$ cat src/rtl/gb5_pkg.sv
// Package for the 5-tap line blur: tap register type, register indexes,
// reset weights and the pipeline control type. No dependencies.
`timescale 1ns / 1ps
`default_nettype none

package gb5_pkg;

    // Q0.16 tap weights
    localparam int TAP_BITS = 16;

    // configuration register indexes
    localparam logic [1:0] REG_OUTER  = 2'd0;
    localparam logic [1:0] REG_INNER  = 2'd1;
    localparam logic [1:0] REG_CENTER = 2'd2;

    // weights after reset (sigma of roughly 1.5)
    localparam logic [TAP_BITS-1:0] OUTER_RESET  = 16'd7871;
    localparam logic [TAP_BITS-1:0] INNER_RESET  = 16'd15329;
    localparam logic [TAP_BITS-1:0] CENTER_RESET = 16'd19209;

    // the three distinct weights of the symmetric kernel
    typedef struct packed {
        logic [TAP_BITS-1:0] outer_w;
        logic [TAP_BITS-1:0] inner_w;
        logic [TAP_BITS-1:0] center_w;
    } taps_t;

    // control that travels beside a filter job
    typedef struct packed {
        logic valid;
        logic last;
    } job_ctrl_t;

endpackage : gb5_pkg

`default_nettype wire

$ cat src/rtl/gb5_lane.sv
// One colour lane of the blur: symmetric pre-add, three multiplies,
// sum, round and saturate. Depends on gb5_pkg.
`timescale 1ns / 1ps
`default_nettype none

module gb5_lane
    import gb5_pkg::*;
#(
    parameter int CHANNEL_BITS = 16
)
(
    input  wire logic                    clk,
    input  wire logic                    en,
    input  wire taps_t                   taps,
    input  wire logic [CHANNEL_BITS-1:0] a,
    input  wire logic [CHANNEL_BITS-1:0] b,
    input  wire logic [CHANNEL_BITS-1:0] c,
    input  wire logic [CHANNEL_BITS-1:0] d,
    input  wire logic [CHANNEL_BITS-1:0] e,
    output logic [CHANNEL_BITS-1:0]      result
);

    localparam int SUM_W   = CHANNEL_BITS + 1;
    localparam int PROD_W  = SUM_W + TAP_BITS;
    localparam int ACC_W   = PROD_W + 2;
    localparam int SCALE_W = ACC_W - TAP_BITS;
    localparam logic [ACC_W-1:0]   ROUND_HALF = ACC_W'(1) << (TAP_BITS - 1);
    localparam logic [SCALE_W-1:0] CHAN_MAX   = SCALE_W'({CHANNEL_BITS{1'b1}});

    logic [SUM_W-1:0]  outer_sum_reg, inner_sum_reg;
    logic [CHANNEL_BITS-1:0] center_reg;
    logic [PROD_W-1:0] outer_prod_reg, inner_prod_reg, center_prod_reg;
    logic [ACC_W-1:0]  acc;
    logic [SCALE_W-1:0] scaled;

    // stage 1: fold the symmetric taps
    always_ff @(posedge clk)
    begin
        if (en)
        begin
            outer_sum_reg <= SUM_W'(a) + SUM_W'(e);
            inner_sum_reg <= SUM_W'(b) + SUM_W'(d);
            center_reg    <= c;
        end
    end

    // stage 2: weight products
    always_ff @(posedge clk)
    begin
        if (en)
        begin
            outer_prod_reg  <= PROD_W'(outer_sum_reg) * PROD_W'(taps.outer_w);
            inner_prod_reg  <= PROD_W'(inner_sum_reg) * PROD_W'(taps.inner_w);
            center_prod_reg <= PROD_W'(center_reg) * PROD_W'(taps.center_w);
        end
    end

    // sum, round to nearest, drop the fraction and saturate
    assign acc    = ACC_W'(outer_prod_reg) + ACC_W'(inner_prod_reg)
                  + ACC_W'(center_prod_reg) + ROUND_HALF;
    assign scaled = acc[ACC_W-1:TAP_BITS];
    assign result = (scaled > CHAN_MAX) ? {CHANNEL_BITS{1'b1}} : scaled[CHANNEL_BITS-1:0];

endmodule : gb5_lane

`default_nettype wire

$ cat config.mk
export PLATFORM = sky130hd
export DESIGN_NAME = gb5_lane
export DESIGN_NICKNAME = d
export VERILOG_FILES = /design/src/rtl/gb5_pkg.sv /design/src/rtl/gb5_lane.sv
export SDC_FILE = /design/constraint.sdc
export NUM_CORES = 2
export LEC_CHECK = 0
export BUFFER_PORTS_ARGS = -buffer_cell sky130_fd_sc_hd__buf_2
export CORE_MARGIN = 10
export CORE_UTILIZATION = 29
export DETAILED_ROUTE_END_ITERATION = 6
export PLACE_DENSITY = 0.55
export SKIP_LAST_GASP = 1
export SLEW_MARGIN = 0
export SYNTH_ARGS = -nofsm -noshare
export SYNTH_HDL_FRONTEND = slang
export SYNTH_SLANG_ARGS = --single-unit
$ cat constraint.sdc
create_clock -name clk -period 7.5 [get_ports clk]
set_input_delay 1.125 -clock clk [delete_from_list [all_inputs] [get_ports clk]]
set_output_delay 1.125 -clock clk [all_outputs]
set_load 0.02 [all_outputs]
==> Word-level counts from Yosys, hierarchy flattened <==
Cells that the tools add are included.
{ "totals": {"regBits": 148, "latchBits": 0, "ram_bits": 0, "romBits": 0, "inputBits": 130, "mem_count": 0} }
{ "classes": {"n_addsub": 5, "mul": 3, "div": 0, "magnitude_cmp": 1, "n_eq_ne": 0, "shift": 0, "n_mux": 1, "n_bitwise": 0, "n_reduce_logical": 0} }
{ "op_table": {"columns": ["op", "count"], "rows": [
  ["$mul 17x16->33", 2],
  ["$add 34x32->35", 1],
  ["$add 35x16->35 const B", 1],
  ["$add 16x16->17", 2],
  ["$add 33x33->34", 1],
  ["$mul 16x16->32", 1],
  ["$gt 19x16->1 const B", 1],
  ["$mux 16", 1]
]} }

==> Longest topological paths before layout <==
{ "depth": {"depth_word": 5, "ltp_mapped": 26, "depth_no_buf": 24} }

==> Least setup slack after synthesis <==
Ideal clock, no wire load.
{ "synth_timing": {"path_kind": "input -> register", "start": "in taps[33] (netlist bit)", "end": "reg outer_prod_reg[31] (data pin)", "arrival_ns": 6.977, "required_ns": 7.243, "path_slack_ns": 0.266, "path_stages": 22, "path_cell_list": "clkbuf_1 -> nand2_1 -> fa_1 -> fa_1 -> inv_1 -> fa_1 -> fa_1 -> fa_1 -> inv_1 -> fa_1 -> inv_1 -> ha_1 -> and2_1 -> a221oi_1 -> o21ai_2 -> o31a_1 -> a41o_1 -> o21ai_2 -> o21ai_2 -> o41a_1 -> o41a_1 -> xor2_1"} }
{ "synth_between": {"elab_chain_len": 1} }
{ "synth_rtl": {"columns": ["element", "line", "rtl"], "rows": [
  ["from (decl)", "gb5_lane.sv:14", "input wire taps_t taps,"],
  ["$mul 17x16->33", "gb5_lane.sv:52", "outer_prod_reg <= PROD_W'(outer_sum_reg) * PROD_W'(taps.outer_w);"],
  ["to (signal assigned)", "gb5_lane.sv:52", null],
  ["to (decl)", "gb5_lane.sv:32", "logic [PROD_W-1:0] outer_prod_reg, inner_prod_reg, center_prod_reg;"]
]} }
No other way between the ends.
A chain may end at the register's enable or synchronous reset.

==> Worst setup path after layout <==
{ "layout_timing": {"start": "in taps[36] (netlist bit)", "end": "reg outer_prod_reg[31] (data pin)"} }
The elaborated chain is that of the path after synthesis.

==> metrics <==
run status=completed; fmax=0.146 GHz; Synth-to-Final Area Change=10.0%; initial cell density of the core=0.291; CTS resizes=0; Most used DFF post-synth=edfxtp_1; post-synthesis register bit count=148; Pins Over Slew Limit=0; Slew headroom=0.328; worst min path class=in -> reg; Inserted Clock Buffers=17; worst setup path class=in -> reg; post-CTS setup repair buffer count=0; first-pass GRT wire length=140 mm; most common cell after layout, fill and taps aside=inv_1; Die Height=361 um; CTS Sinks=148; CP max FO=10; initial antenna violation count=4; drt drc=0; setup_tns=0 ns; clk root buf=clkbuf_16; number of synthesized flops with an enable pin=148; Post-Syn Instances=3493; Die ar.=0.130 mm2; Clock H-tree levels=4; Seq/Total Area, Yosys=0.132; Final #Nets=4804; Final period util=0.912; I/O pin total=146; total grt overflow=0; CP Launch Type=input port; routability cong.=0.843; RSZ-0062 raised after global routing=false; GRT Total Usage=0.136; 1st-pass router iterations=5; Final Core Density=0.320; Worst Setup End Kind=flop; vias=23500; Die Width=361 um; most frequent cells in the layout=712 x inv_1, 644 x fa_1, 467 x nand2_1; port bufs=145; DP HPWL=70.8 mm; Hold-fix buffers, CTS=0; Layout Skew=0.0223 ns; Worst-Skew Late Latency=0.50 ns; core area=0.116 mm2; Async S/R FF share, synth=0; Detail Route Antenna Nets=0; maximum number of pins on one net before global-route repair=84; CTS tree=done; clk slew on worst S/H paths=0.07 ns; Yosys Warn Count=0; Final min period=6.84 ns; Yosys cell types=63; DR iter-0 viols=1070; share of cells above drive strength 1=0.0721; DRT Wirelength=86.1 mm; CP required=7.75 ns; Slew @ Worst Pin=0.998 ns; Mapped Area=0.0337 mm2; per-cell routed wire length=16.7 um; Max Cap Violations=0; Ant. Diodes=0; Arr. time, crit path=7.09 ns; # rows=125; vias in the first global route=25500; final hold viol count=0; syn avg cell area=9.65 um2; vias per std cell=4.56; Final Setup Violations=0; Mapped Nets=4677; clock buffer depth=2
## layout make-up
class / instances / area (um2)
multi-input cells: 2527 / 26200
inverters: 712 / 2670
well taps: 1524 / 1910
repair buffers: 214 / 1260
clock buffers: 17 / 425
flip-flops and latches: 148 / 4440
clock inverters: 15 / 185
fillers: 12100 / 78700
## Yosys cell counts (3+ instances only)
library cell,n,area share
nor3_1,17,0.0025
a21oi_1,112,0.017
a21o_1,37,0.0082
xnor2_1,80,0.021
o21bai_1,13,0.0029
nand2_1,467,0.052
or2_2,7,0.0013
edfxtp_1,148,0.13
nand2b_1,14,0.0026
o41a_1,3,0.0010
clkbuf_1,104,0.012
nand4_1,8,0.0015
or3_1,6,0.0011
ha_1,410,0.15
fa_1,644,0.38
o21a_1,18,0.0040
o211ai_1,4,0.00089
a21boi_0,6,0.0013
a31oi_1,9,0.0017
and3_1,15,0.0028
a211oi_1,16,0.0036
nand3_1,21,0.0031
o21ai_2,3,0.00078
and2_1,388,0.072
o31ai_1,7,0.0016
nor2_1,67,0.0075
xor2_1,34,0.0088
o21ai_0,61,0.0091
inv_1,712,0.079
o31a_1,3,0.00078
nor2b_1,15,0.0028
## metrics by stage
stage               instance area (um2)  hold WS (ns)  instances  worst slack (ns)
floorplan                         33700         0.597       3493             0.266
global placement                  36500          1.01       5125            0.0983
detailed placement                36500          1.00       5125            0.0992
CTS                               37100         0.768       5157             0.635
global route                      37100         0.773       5157             0.349
finish                            37100         0.809       5157             0.662
## worst max-delay path, stage by stage
cell and delay [ns]:
buf_2 0.11, buf_4 0.18, and2_1 0.19, fa_1 0.53, inv_1 0.05, fa_1 0.47
fa_1 0.50, fa_1 0.46, fa_1 0.49, fa_1 0.50, inv_1 0.04, ha_1 0.27
and2_1 0.15, a221oi_1 0.31, o21ai_2 0.10, o31a_1 0.28, a41o_1 0.27, o21ai_2 0.16
o21ai_2 0.09, o41a_1 0.33, o41a_1 0.33, xor2_1 0.15
## metal layers
layer,vias up,wire length (um),track usage
met4,6,1110,0.0235
met5,-,34,0
met2,392,41500,0.230
li1,11000,-,-
met3,75,4190,0.0277
met1,12000,39300,0.180
## cell families (layout without fill, tap and decap cells)
kind of cell,after synthesis,count (layout),share of synthesized area
flip-flops,148,148,0.132
AND/OR/NAND/NOR,1040,1040,0.153
adder cells (fa/ha/maj),1054,1054,0.535
buffers and inverters,818,958,0.0911
XOR/XNOR,114,114,0.0296
AO/OA/AOI/OAI,319,319,0.0598
## worst paths after layout
path	startpoint	endpoint	slack [ns]	cells past startpoint
max	taps[36]	outer_prod_reg[31]	0.66	22
min reg2reg	inner_sum_reg[0]	inner_prod_reg[0]	1.02	2
min	c[0]	center_reg[0]	0.81	1
max reg2reg	outer_sum_reg[10]	outer_prod_reg[31]	0.67	21
Power is not shown: default switching activity piles up to over one toggle a cycle in this logic, so the estimate is an artifact.
