--- src/rtl/gb5_pkg.sv ---
// Package for the 5-tap line blur: tap register type, register indexes,
// reset weights and the pipeline control type. No dependencies.
`timescale 1ns / 1ps
`default_nettype none

package gb5_pkg;

    // Q0.16 tap weights
    localparam int TAP_BITS = 16;

    // configuration register indexes
    localparam logic [1:0] REG_OUTER  = 2'd0;
    localparam logic [1:0] REG_INNER  = 2'd1;
    localparam logic [1:0] REG_CENTER = 2'd2;

    // weights after reset (sigma of roughly 1.5)
    localparam logic [TAP_BITS-1:0] OUTER_RESET  = 16'd7871;
    localparam logic [TAP_BITS-1:0] INNER_RESET  = 16'd15329;
    localparam logic [TAP_BITS-1:0] CENTER_RESET = 16'd19209;

    // the three distinct weights of the symmetric kernel
    typedef struct packed {
        logic [TAP_BITS-1:0] outer_w;
        logic [TAP_BITS-1:0] inner_w;
        logic [TAP_BITS-1:0] center_w;
    } taps_t;

    // control that travels beside a filter job
    typedef struct packed {
        logic valid;
        logic last;
    } job_ctrl_t;

endpackage : gb5_pkg

`default_nettype wire

--- src/rtl/gb5_merge.sv ---
// Merge stage: carries job control alongside the lanes, gathers the three
// lane results into the output register and drives the pipeline enable.
// Depends on gb5_pkg.
`timescale 1ns / 1ps
`default_nettype none

module gb5_merge
    import gb5_pkg::*;
#(
    parameter int CHANNEL_BITS = 16
)
(
    input  wire logic                         clk,
    input  wire logic                         rst_n,
    input  wire job_ctrl_t                    job,
    input  wire logic [2:0][CHANNEL_BITS-1:0] lane_result,
    output logic                              pipe_en,
    output logic                              res_valid,
    input  wire logic                         res_stall,
    output logic [CHANNEL_BITS-1:0]           red_out,
    output logic [CHANNEL_BITS-1:0]           green_out,
    output logic [CHANNEL_BITS-1:0]           blue_out,
    output logic                              line_end_out
);

    job_ctrl_t ctrl1_reg, ctrl2_reg;
    logic      valid_reg;
    logic      last_reg;
    logic [2:0][CHANNEL_BITS-1:0] data_reg;

    // whole pipe moves unless a held transaction is being stalled
    assign pipe_en = !(valid_reg && res_stall);

    // control delay line matching the lane stages, plus output valid
    always_ff @(posedge clk or negedge rst_n)
    begin
        if (!rst_n)
        begin
            ctrl1_reg <= '0;
            ctrl2_reg <= '0;
            valid_reg <= 1'b0;
        end
        else if (pipe_en)
        begin
            ctrl1_reg <= job;
            ctrl2_reg <= ctrl1_reg;
            valid_reg <= ctrl2_reg.valid;
        end
    end

    // output payload
    always_ff @(posedge clk)
    begin
        if (pipe_en)
        begin
            data_reg <= lane_result;
            last_reg <= ctrl2_reg.last;
        end
    end

    assign res_valid    = valid_reg;
    assign red_out      = data_reg[0];
    assign green_out    = data_reg[1];
    assign blue_out     = data_reg[2];
    assign line_end_out = last_reg;

endmodule : gb5_merge

`default_nettype wire
--- config.mk ---
export PLATFORM = sky130hd
export DESIGN_NAME = gb5_merge
export DESIGN_NICKNAME = d
export VERILOG_FILES = /design/src/rtl/gb5_pkg.sv /design/src/rtl/gb5_merge.sv
export SDC_FILE = /design/constraint.sdc
export NUM_CORES = 1
export LEC_CHECK = 0
export ABC_AREA = 1
export BUFFER_PORTS_ARGS = -buffer_cell sky130_fd_sc_hd__buf_2
export CORE_ASPECT_RATIO = 0.9
export CORE_UTILIZATION = 37
export DETAILED_ROUTE_END_ITERATION = 6
export PLACE_DENSITY = 0.79
export SLEW_MARGIN = 20
export SYNTH_ARGS = -nofsm -noshare
export SYNTH_HDL_FRONTEND = slang
export SYNTH_SLANG_ARGS = --single-unit
--- constraint.sdc ---
create_clock -name clk -period 1.4 [get_ports clk]
set_input_delay 0.14 -clock clk [delete_from_list [all_inputs] [get_ports clk]]
set_output_delay 0.14 -clock clk [all_outputs]
set_load 0.05 [all_outputs]
Word level (Yosys, flattened, before mapping)
Index checks and enable logic that the tools add are counted.
W data, S select, Z words.
- order comparisons: 0
- reductions and logical operators: 2
- multipliers: 0
- divide/modulo/power cells: 0
- multiplexer cells: 0
- bitwise gates (word level): 0
- add/subtract/negate cells: 0
- equality and inequality tests: 0
- shift operators: 0
- operator list (operator ; number):
    $logic_and A1 B1 Y1 ; 1
    $logic_not A1 Y1 ; 1
- ROM bits: 0
- bits in latches: 0
- bits in registers: 54
- input port bits: 53
- word-level logic and storage cells: 11
- bits in writable memories: 0
- memories: 0
- output and inout bits: 51

Logic depth before layout (Yosys ltp)
Gate-level depths: netlist of the first run.
- word-level depth: 2
- gate-level depth with buffers: 3
- mapped depth without buffers: 3

Least setup slack after synthesis of the first run
Ideal clock, no wire load.
- path type: reg-to-reg
- from: reg valid_reg, in the netlist res_valid
- to: reg data_reg, in the netlist blue_out[0], enable pin
- setup time: 0.465 ns
- data arrival time: 1.348 ns
- period minus slack after synthesis: 1.812 ns
- required time: 0.935 ns
- path slack: -0.412 ns
- path buffers: 0
- stages on the path, launching flop included: 2
- cells stage by stage: dfrtp_1 > nand2_2
- word-level cells in the longest chain between the ends: 1
- ends and longest elaborated chain (what ; RTL line ; RTL):
    start, declared ; gb5_merge.sv:27 ; logic valid_reg;
    start signal, assigned ; gb5_merge.sv:47 ; valid_reg <= ctrl2_reg.valid;
    $logic_and A1 B1 Y1 ; gb5_merge.sv:32 ; assign pipe_en = !(valid_reg && res_stall);
    end signal, assigned ; gb5_merge.sv:56 ; data_reg <= lane_result;
    end, declared ; gb5_merge.sv:29 ; logic [2:0][CHANNEL_BITS-1:0] data_reg;
Every way passes these cells.
A chain may end at the register's enable or synchronous reset.

Final worst setup path of the first run
- from: reg valid_reg, in the netlist res_valid
- to: out pipe_en
- word-level cells in the longest chain between the ends: 2
- ends and longest elaborated chain (what ; RTL line ; RTL):
    $logic_and A1 B1 Y1 ; gb5_merge.sv:32 ;
    $logic_not A1 Y1 ; gb5_merge.sv:32 ;
    end, declared ; gb5_merge.sv:17 ; output logic pipe_en,
Every way passes these cells.

==> impl_metrics.tcl, run 1 <==
set metrics [dict create \
    outcome "complete, no violations" \
    syn-num-nets 123 \
    routed_wl_um 4190 \
    root_buffer "clkbuf_8" \
    critical_path_class "flip-flop to output pin" \
    comb_power_share_pct 32.7 \
    finClkSkew_ns 0.00813 \
    clockPowerShare_pct 18.6 \
    startpoint "res_valid$_DFFE_PN0N_" \
    use_met3_pct 7.98 \
    drive_gt1_share_pct 51.8 \
    r2r_setup_slack_ns 0.31 \
    layout_commonest_cell "buf_2" \
    vias 1183 \
    area_growth_pct 65.1 \
    cts.sinks 54 \
    viasPerCell 4.23 \
    whs_ns 0.0128 \
    worstPathArrival_ns 1.10 \
    fin_crit_ns 1.24 \
    netlist_area_mm2 0.00166 \
    maxCapViolCount 0 \
    cts_setup_buffers 0 \
    grt_pass1_wl_um 4550 \
    crit_chain "nand2_1, buf_2" \
    first_global_vias 937 \
    max_slew.worst_pin.slew_ns 0.266 \
    grtUsageTotal_pct 14.0 \
    wire_per_inst_um 15.0 \
    grt_overflow_total 0 \
    rsz0062_at_grt "no" \
    yosysWarnings 0 \
    fillers 301 \
    cpPeakStageDelay_ns 0.46 \
    synthCells 70 \
    powerDensity_mw_per_mm2 1660 \
    relSlewSlack_pct 82.4 \
    grt-busiest-layer "met2" \
    power.switching_uw 1750 \
    p_leak_uw 0.00122 \
    setup_tns_ns 0 \
    detailed_place_hpwl_um 2550 \
    fmax_ghz 0.809 \
    dieWidth_um 72.7 \
    pwr-share-seq_pct 48.7 \
    min_path_type "primary input to flip-flop" \
    drv_slew 0 \
    numCtsBuffers 5 \
    cts_buffer_depth 2 \
    drt_first_pass_iters 4 \
    finalSetupViolations 0 \
    num_rows 22 \
    min_period_over_period_pct 88.2 \
    dieArea_mm2 0.00477 \
    switching_share_pct 38.3 \
    met1_usage_pct 13.8 \
    diodes 0 \
    cp-end-kind "output pin" \
    synth.distinct_cells 6 \
    rr_endpoint "green_out[5]$_DFFE_PN_" \
    synth_area_per_cell_um2 23.8 \
    ant_nets 0 \
    start_util_pct 39.8 \
    crit_required_ns 1.26 \
    grt_antenna_before_repair 0 \
    seq_area_frac_synth_pct 95.9 \
    route.detailed.drc 0 \
    rr_worst_depth 2 \
    io_buffers 103 \
    grt_util_met2_pct 23.9 \
    core_area_mm2 0.00418 \
    nets 272 \
    hp-start "lane_result[8]" \
    p_int_uw 2810 \
    worst-path-max-fanout 7 \
    synth-seq-cells 54 \
    path_clk_slew_ns 0.10 \
    slowest_stage "dfrtp_2" \
    ir_drop_mv 0.757 \
    drt_iter0_markers 73 \
    insertion_delay_ns 0.30 \
    mostFrequentLayoutCells "buf_2, edfxtp_1, dlygate4sd3_1" \
    htreeDepth 2 \
    pin_count 104 \
    hold_viol 0 \
    cts_tree "built" \
    crit_path_start_kind "flip-flop" \
    die_h_um 65.6 \
    grt_max_degree 38 \
    holdBufCountCts 1 \
    reg2reg_from "res_valid$_DFFE_PN0N_" \
    cts_resized 0 \
    gp_congestion 0.680 \
    crit_end "pipe_en" \
]
[power by group through the flow]
| stage | sequential (uW) | clock [uW] | combinational [uW] |
|---|---|---|---|
| after floorplan | 3130 | 0 | 165 |
| after global placement | 2240 | 0 | 1390 |
| after detailed placement | 2260 | 0 | 1410 |
| after CTS | 2220 | 856 | 1410 |
| after global routing | 2250 | 950 | 1550 |
| final | 2220 | 846 | 1490 |
[metal layers]
| layer | part of all wire (%) | routed length [um] |
|---|---|---|
| met1 | 35 | 1460 |
| met4 | 3.2 | 134 |
| met5 | 0 | 0 |
| met2 | 52 | 2190 |
| met3 | 9.6 | 403 |
[worst min path at each step]
stage	end	slack [ns]	depth (start not counted)
finish	red_out[8]$_DFFE_PN_	0.01	1
global route	red_out[8]$_DFFE_PN_	-0.007	1
CTS	blue_out[13]$_DFFE_PN_	0.001	1
detailed placement	ctrl2_reg[0]$_DFFE_PN0N_	-0.04	1
global placement	ctrl2_reg[0]$_DFFE_PN0N_	-0.04	1
floorplan	ctrl1_reg[0]$_DFFE_PN0N_	-0.16	0
[critical path, delay by kind of cell (launching register included)]
kind | cells | cell delay, ns
simple gates | 1 | 0.08
buf+inv | 1 | 0.26
flops | 1 | 0.46
[cell type report]
type	instances	area, um2	share of cell area, %
sequential	54	1600	58.2
timing repair buffer	142	913	33.2
tap	60	75.1	2.73
multi-input combinational	15	68.8	2.50
clock buffer	5	68.8	2.50
clock inverter	3	20.0	0.729
inverter	1	3.75	0.137
[Yosys cell counts (all sizes together)]
cell / instances / share of area (%)
nand2: 11 / 2.6
nand3: 4 / 1.2
edfxtp: 49 / 88
inv: 1 / 0.23
dfrtp: 5 / 7.5
[per-stage QoR]
step / setup WS (ns) / power [uW] / instance area, um2 / std cells / utilization [%]
after floorplan: 0.0471 / 3290 / 1670 / 70 / -
after global routing: 0.103 / 4740 / 2750 / 280 / 65.7
after global placement: 0.325 / 3640 / 2290 / 235 / 54.7
final: 0.165 / 4560 / 2750 / 280 / 65.7
after CTS: 0.147 / 4490 / 2390 / 244 / 57.1
after detailed placement: 0.315 / 3660 / 2290 / 235 / 54.7
[kinds of logic (layout without fill, tap and decap cells)]
kind of cell,count (synthesis),count (layout),share of synthesized area [%]
buffers and inverters,1,151,0.225
DFF,54,54,95.9
and+or+nand+nor,15,15,3.84
No activity file was read; power rests on OpenSTA's default activity.
==> inputs of run 2 (changes only) <==
- ABC_AREA: 1 -> not set
- PLACE_DENSITY: 0.79 -> 0.78
==> run 2 against run 1 <==
  * First-iteration DRC count shrank 71%
  * Via count shrank 8.3%
  * Synthesized cell count shrank 13%
  * Power shrank 2.4%
  * Sequential power shrank 4%
  * Highest routed layer unchanged
  * Non-clock buffer count shrank 12
==> impl_metrics.tcl, run 2 <==
set metrics [dict create \
    min_period_over_period_pct 87.4 \
    outcome "complete, no violations" \
    finClkSkew_ns 0.0117 \
    numCtsBuffers 5 \
    final_cell_area_mm2 0.00268 \
    route.detailed.drc 0 \
    reg2reg_from "res_valid$_DFFE_PN0N_" \
    fmax_ghz 0.817 \
    cts_setup_buffers 0 \
    yosys.area.top_type "edfxtp_1" \
    hold_viol 0 \
    ant_nets 0 \
    cts_buffer_depth 2 \
    synth-seq-cells 54 \
    synth_edf_count 49 \
    r2r_setup_slack_ns 0.27 \
    path_clk_slew_ns 0.10 \
    root_buffer "clkbuf_8" \
    min_path_type "primary input to flip-flop" \
    cts.sinks 54 \
    grt_max_degree 23 \
    switching_share_pct 34.4 \
    vias 1085 \
    relSlewSlack_pct 82.5 \
    htreeDepth 2 \
    total_power_uw 4450 \
    yosysTopAreaCellShare_pct 87.6 \
    clockPowerShare_pct 23.2 \
    setup_tns_ns 0 \
    synth_common_cells "edfxtp_1, dfrtp_1, mux2_4" \
    maxCapViolCount 0 \
    crit_end "pipe_en" \
    syn-num-nets 114 \
    drv_slew 0 \
    synthCells 61 \
    critical_path_class "flip-flop to output pin" \
    synth_area_per_cell_um2 27.5 \
    yosys-top-cells-area "edfxtp_1, dfrtp_1, mux2_4" \
    rsz0062_at_grt "no" \
    worst-path-max-fanout 3 \
    grt_pass1_wl_um 4640 \
    crit_path_start_kind "flip-flop" \
    drive_gt1_share_pct 59.8 \
    crit_required_ns 1.26 \
    max_slew.worst_pin.slew_ns 0.264 \
    ys.flop_type "edfxtp_1" \
    io_buffers 103 \
    ir_drop_mv 0.984 \
    insertion_delay_ns 0.31 \
    routed_wl_um 3540 \
    netlist_area_mm2 0.00168 \
    num_rows 22 \
    pwr-share-seq_pct 48.0 \
    wire_per_inst_um 13.7 \
    dieArea_mm2 0.00481 \
    mostFrequentLayoutCells "buf_2, edfxtp_1, dlygate4sd3_1" \
    finalSetupViolations 0 \
    drt_iter0_markers 21 \
    p_int_uw 2920 \
    p_leak_uw 0.00118 \
    rr_worst_depth 2 \
    fin_crit_ns 1.22 \
    dieWidth_um 73.0 \
    hp-start "lane_result[16]" \
    core_area_mm2 0.00421 \
    area_growth_pct 59.8 \
    cts_resized 0 \
    synth.distinct_cells 6 \
    detailed_place_hpwl_um 2250 \
    die_h_um 65.9 \
    final_util_pct 63.7 \
    seq_area_frac_synth_pct 95.1 \
    start_util_pct 39.9 \
    postPlaceCellArea_mm2 0.00232 \
    first_global_vias 1096 \
    yosysMostFrequentCell "edfxtp_1" \
    async_reset_ff_share_pct 9.26 \
    holdBufCountCts 7 \
    powerDensity_mw_per_mm2 1660 \
    viasPerCell 4.19 \
    layout_commonest_cell "buf_2" \
    cp-end-kind "output pin" \
    worstPathArrival_ns 1.08 \
    nets 251 \
    grt_overflow_total 0 \
    drt_first_pass_iters 4 \
    cts_tree "built" \
    power.switching_uw 1530 \
    gp_congestion 0.653 \
    comb_power_share_pct 28.8 \
    pin_count 104 \
    startpoint "res_valid$_DFFE_PN0N_" \
    yosysWarnings 0 \
    rr_endpoint "blue_out[1]$_DFFE_PN_" \
    diodes 0 \
    grtUsageTotal_pct 13.6 \
    grt_antenna_before_repair 0 \
]
-- run 2: cell types whose count changed in the layout (fill, tap and decap cells not counted), moves of 4 or more --
cell and delta:
nand2_1 -9, nand3_1 -4, mux2_4 +4, dlygate4sd3_1 -12
-- run 2: power by group through the flow --
stage	Clock [uW]	Combinational, uW	Sequential, uW
after detailed placement	0	1230	2170
final	1030	1280	2130
after floorplan	0	169	2900
after CTS	1040	1250	2140
after global placement	0	1220	2160
after global routing	1120	1330	2160
-- run 2: per-stage QoR --
step / cells / worst slack (ns) / hold WS, ns
4_1_cts: 241 / 0.162 / 0.0000503
3_3_place_gp: 226 / 0.290 / -0.0385
2_1_floorplan: 61 / 0.105 / -0.156
5_1_grt: 259 / 0.139 / -0.00371
6_report: 259 / 0.176 / 0.00848
3_5_place_dp: 226 / 0.279 / -0.0417
-- run 2: logic make-up (layout without fill, tap and decap cells) --
family | after synthesis | count (layout) | synth area share [%]
flops | 54 | 54 | 95.1
mux | 4 | 4 | 3.58
simple gates | 3 | 3 | 1.34
buf+inv | 0 | 138 | 0
-- run 2: critical path: stages (launching register included) --
cell     delay, ns
dfrtp_2       0.46
nand2_1       0.08
buf_2         0.25
-- run 2: routing by layer --
layer	vias up	share of wire [%]	track usage (%)
met5	-	0	0
met4	0	1.3	5.88
met3	7	11	8.84
met2	65	54	24.3
met1	502	33	11.6
li1	511	-	-
-- run 2: how the worst min path moves through the flow --
stage	slack, ns	endpoint	cells after the start
6_report	0.008	green_out[0]$_DFFE_PN_	1
3_3_place_gp	-0.04	ctrl1_reg[1]$_DFFE_PN0N_	1
5_1_grt	-0.004	green_out[0]$_DFFE_PN_	1
2_1_floorplan	-0.16	ctrl1_reg[0]$_DFFE_PN0N_	0
4_1_cts	0.00005	red_out[11]$_DFFE_PN_	1
3_5_place_dp	-0.04	ctrl1_reg[1]$_DFFE_PN0N_	1
-- run 2: cell type report --
cell class | count | area [um2]
multi-input cells | 7 | 91.3
well taps | 60 | 75.1
clock buffers | 5 | 68.8
repair buffers | 130 | 806
flip-flops and latches | 54 | 1600
fillers | 314 | 1530
clock inverters | 3 | 45.0
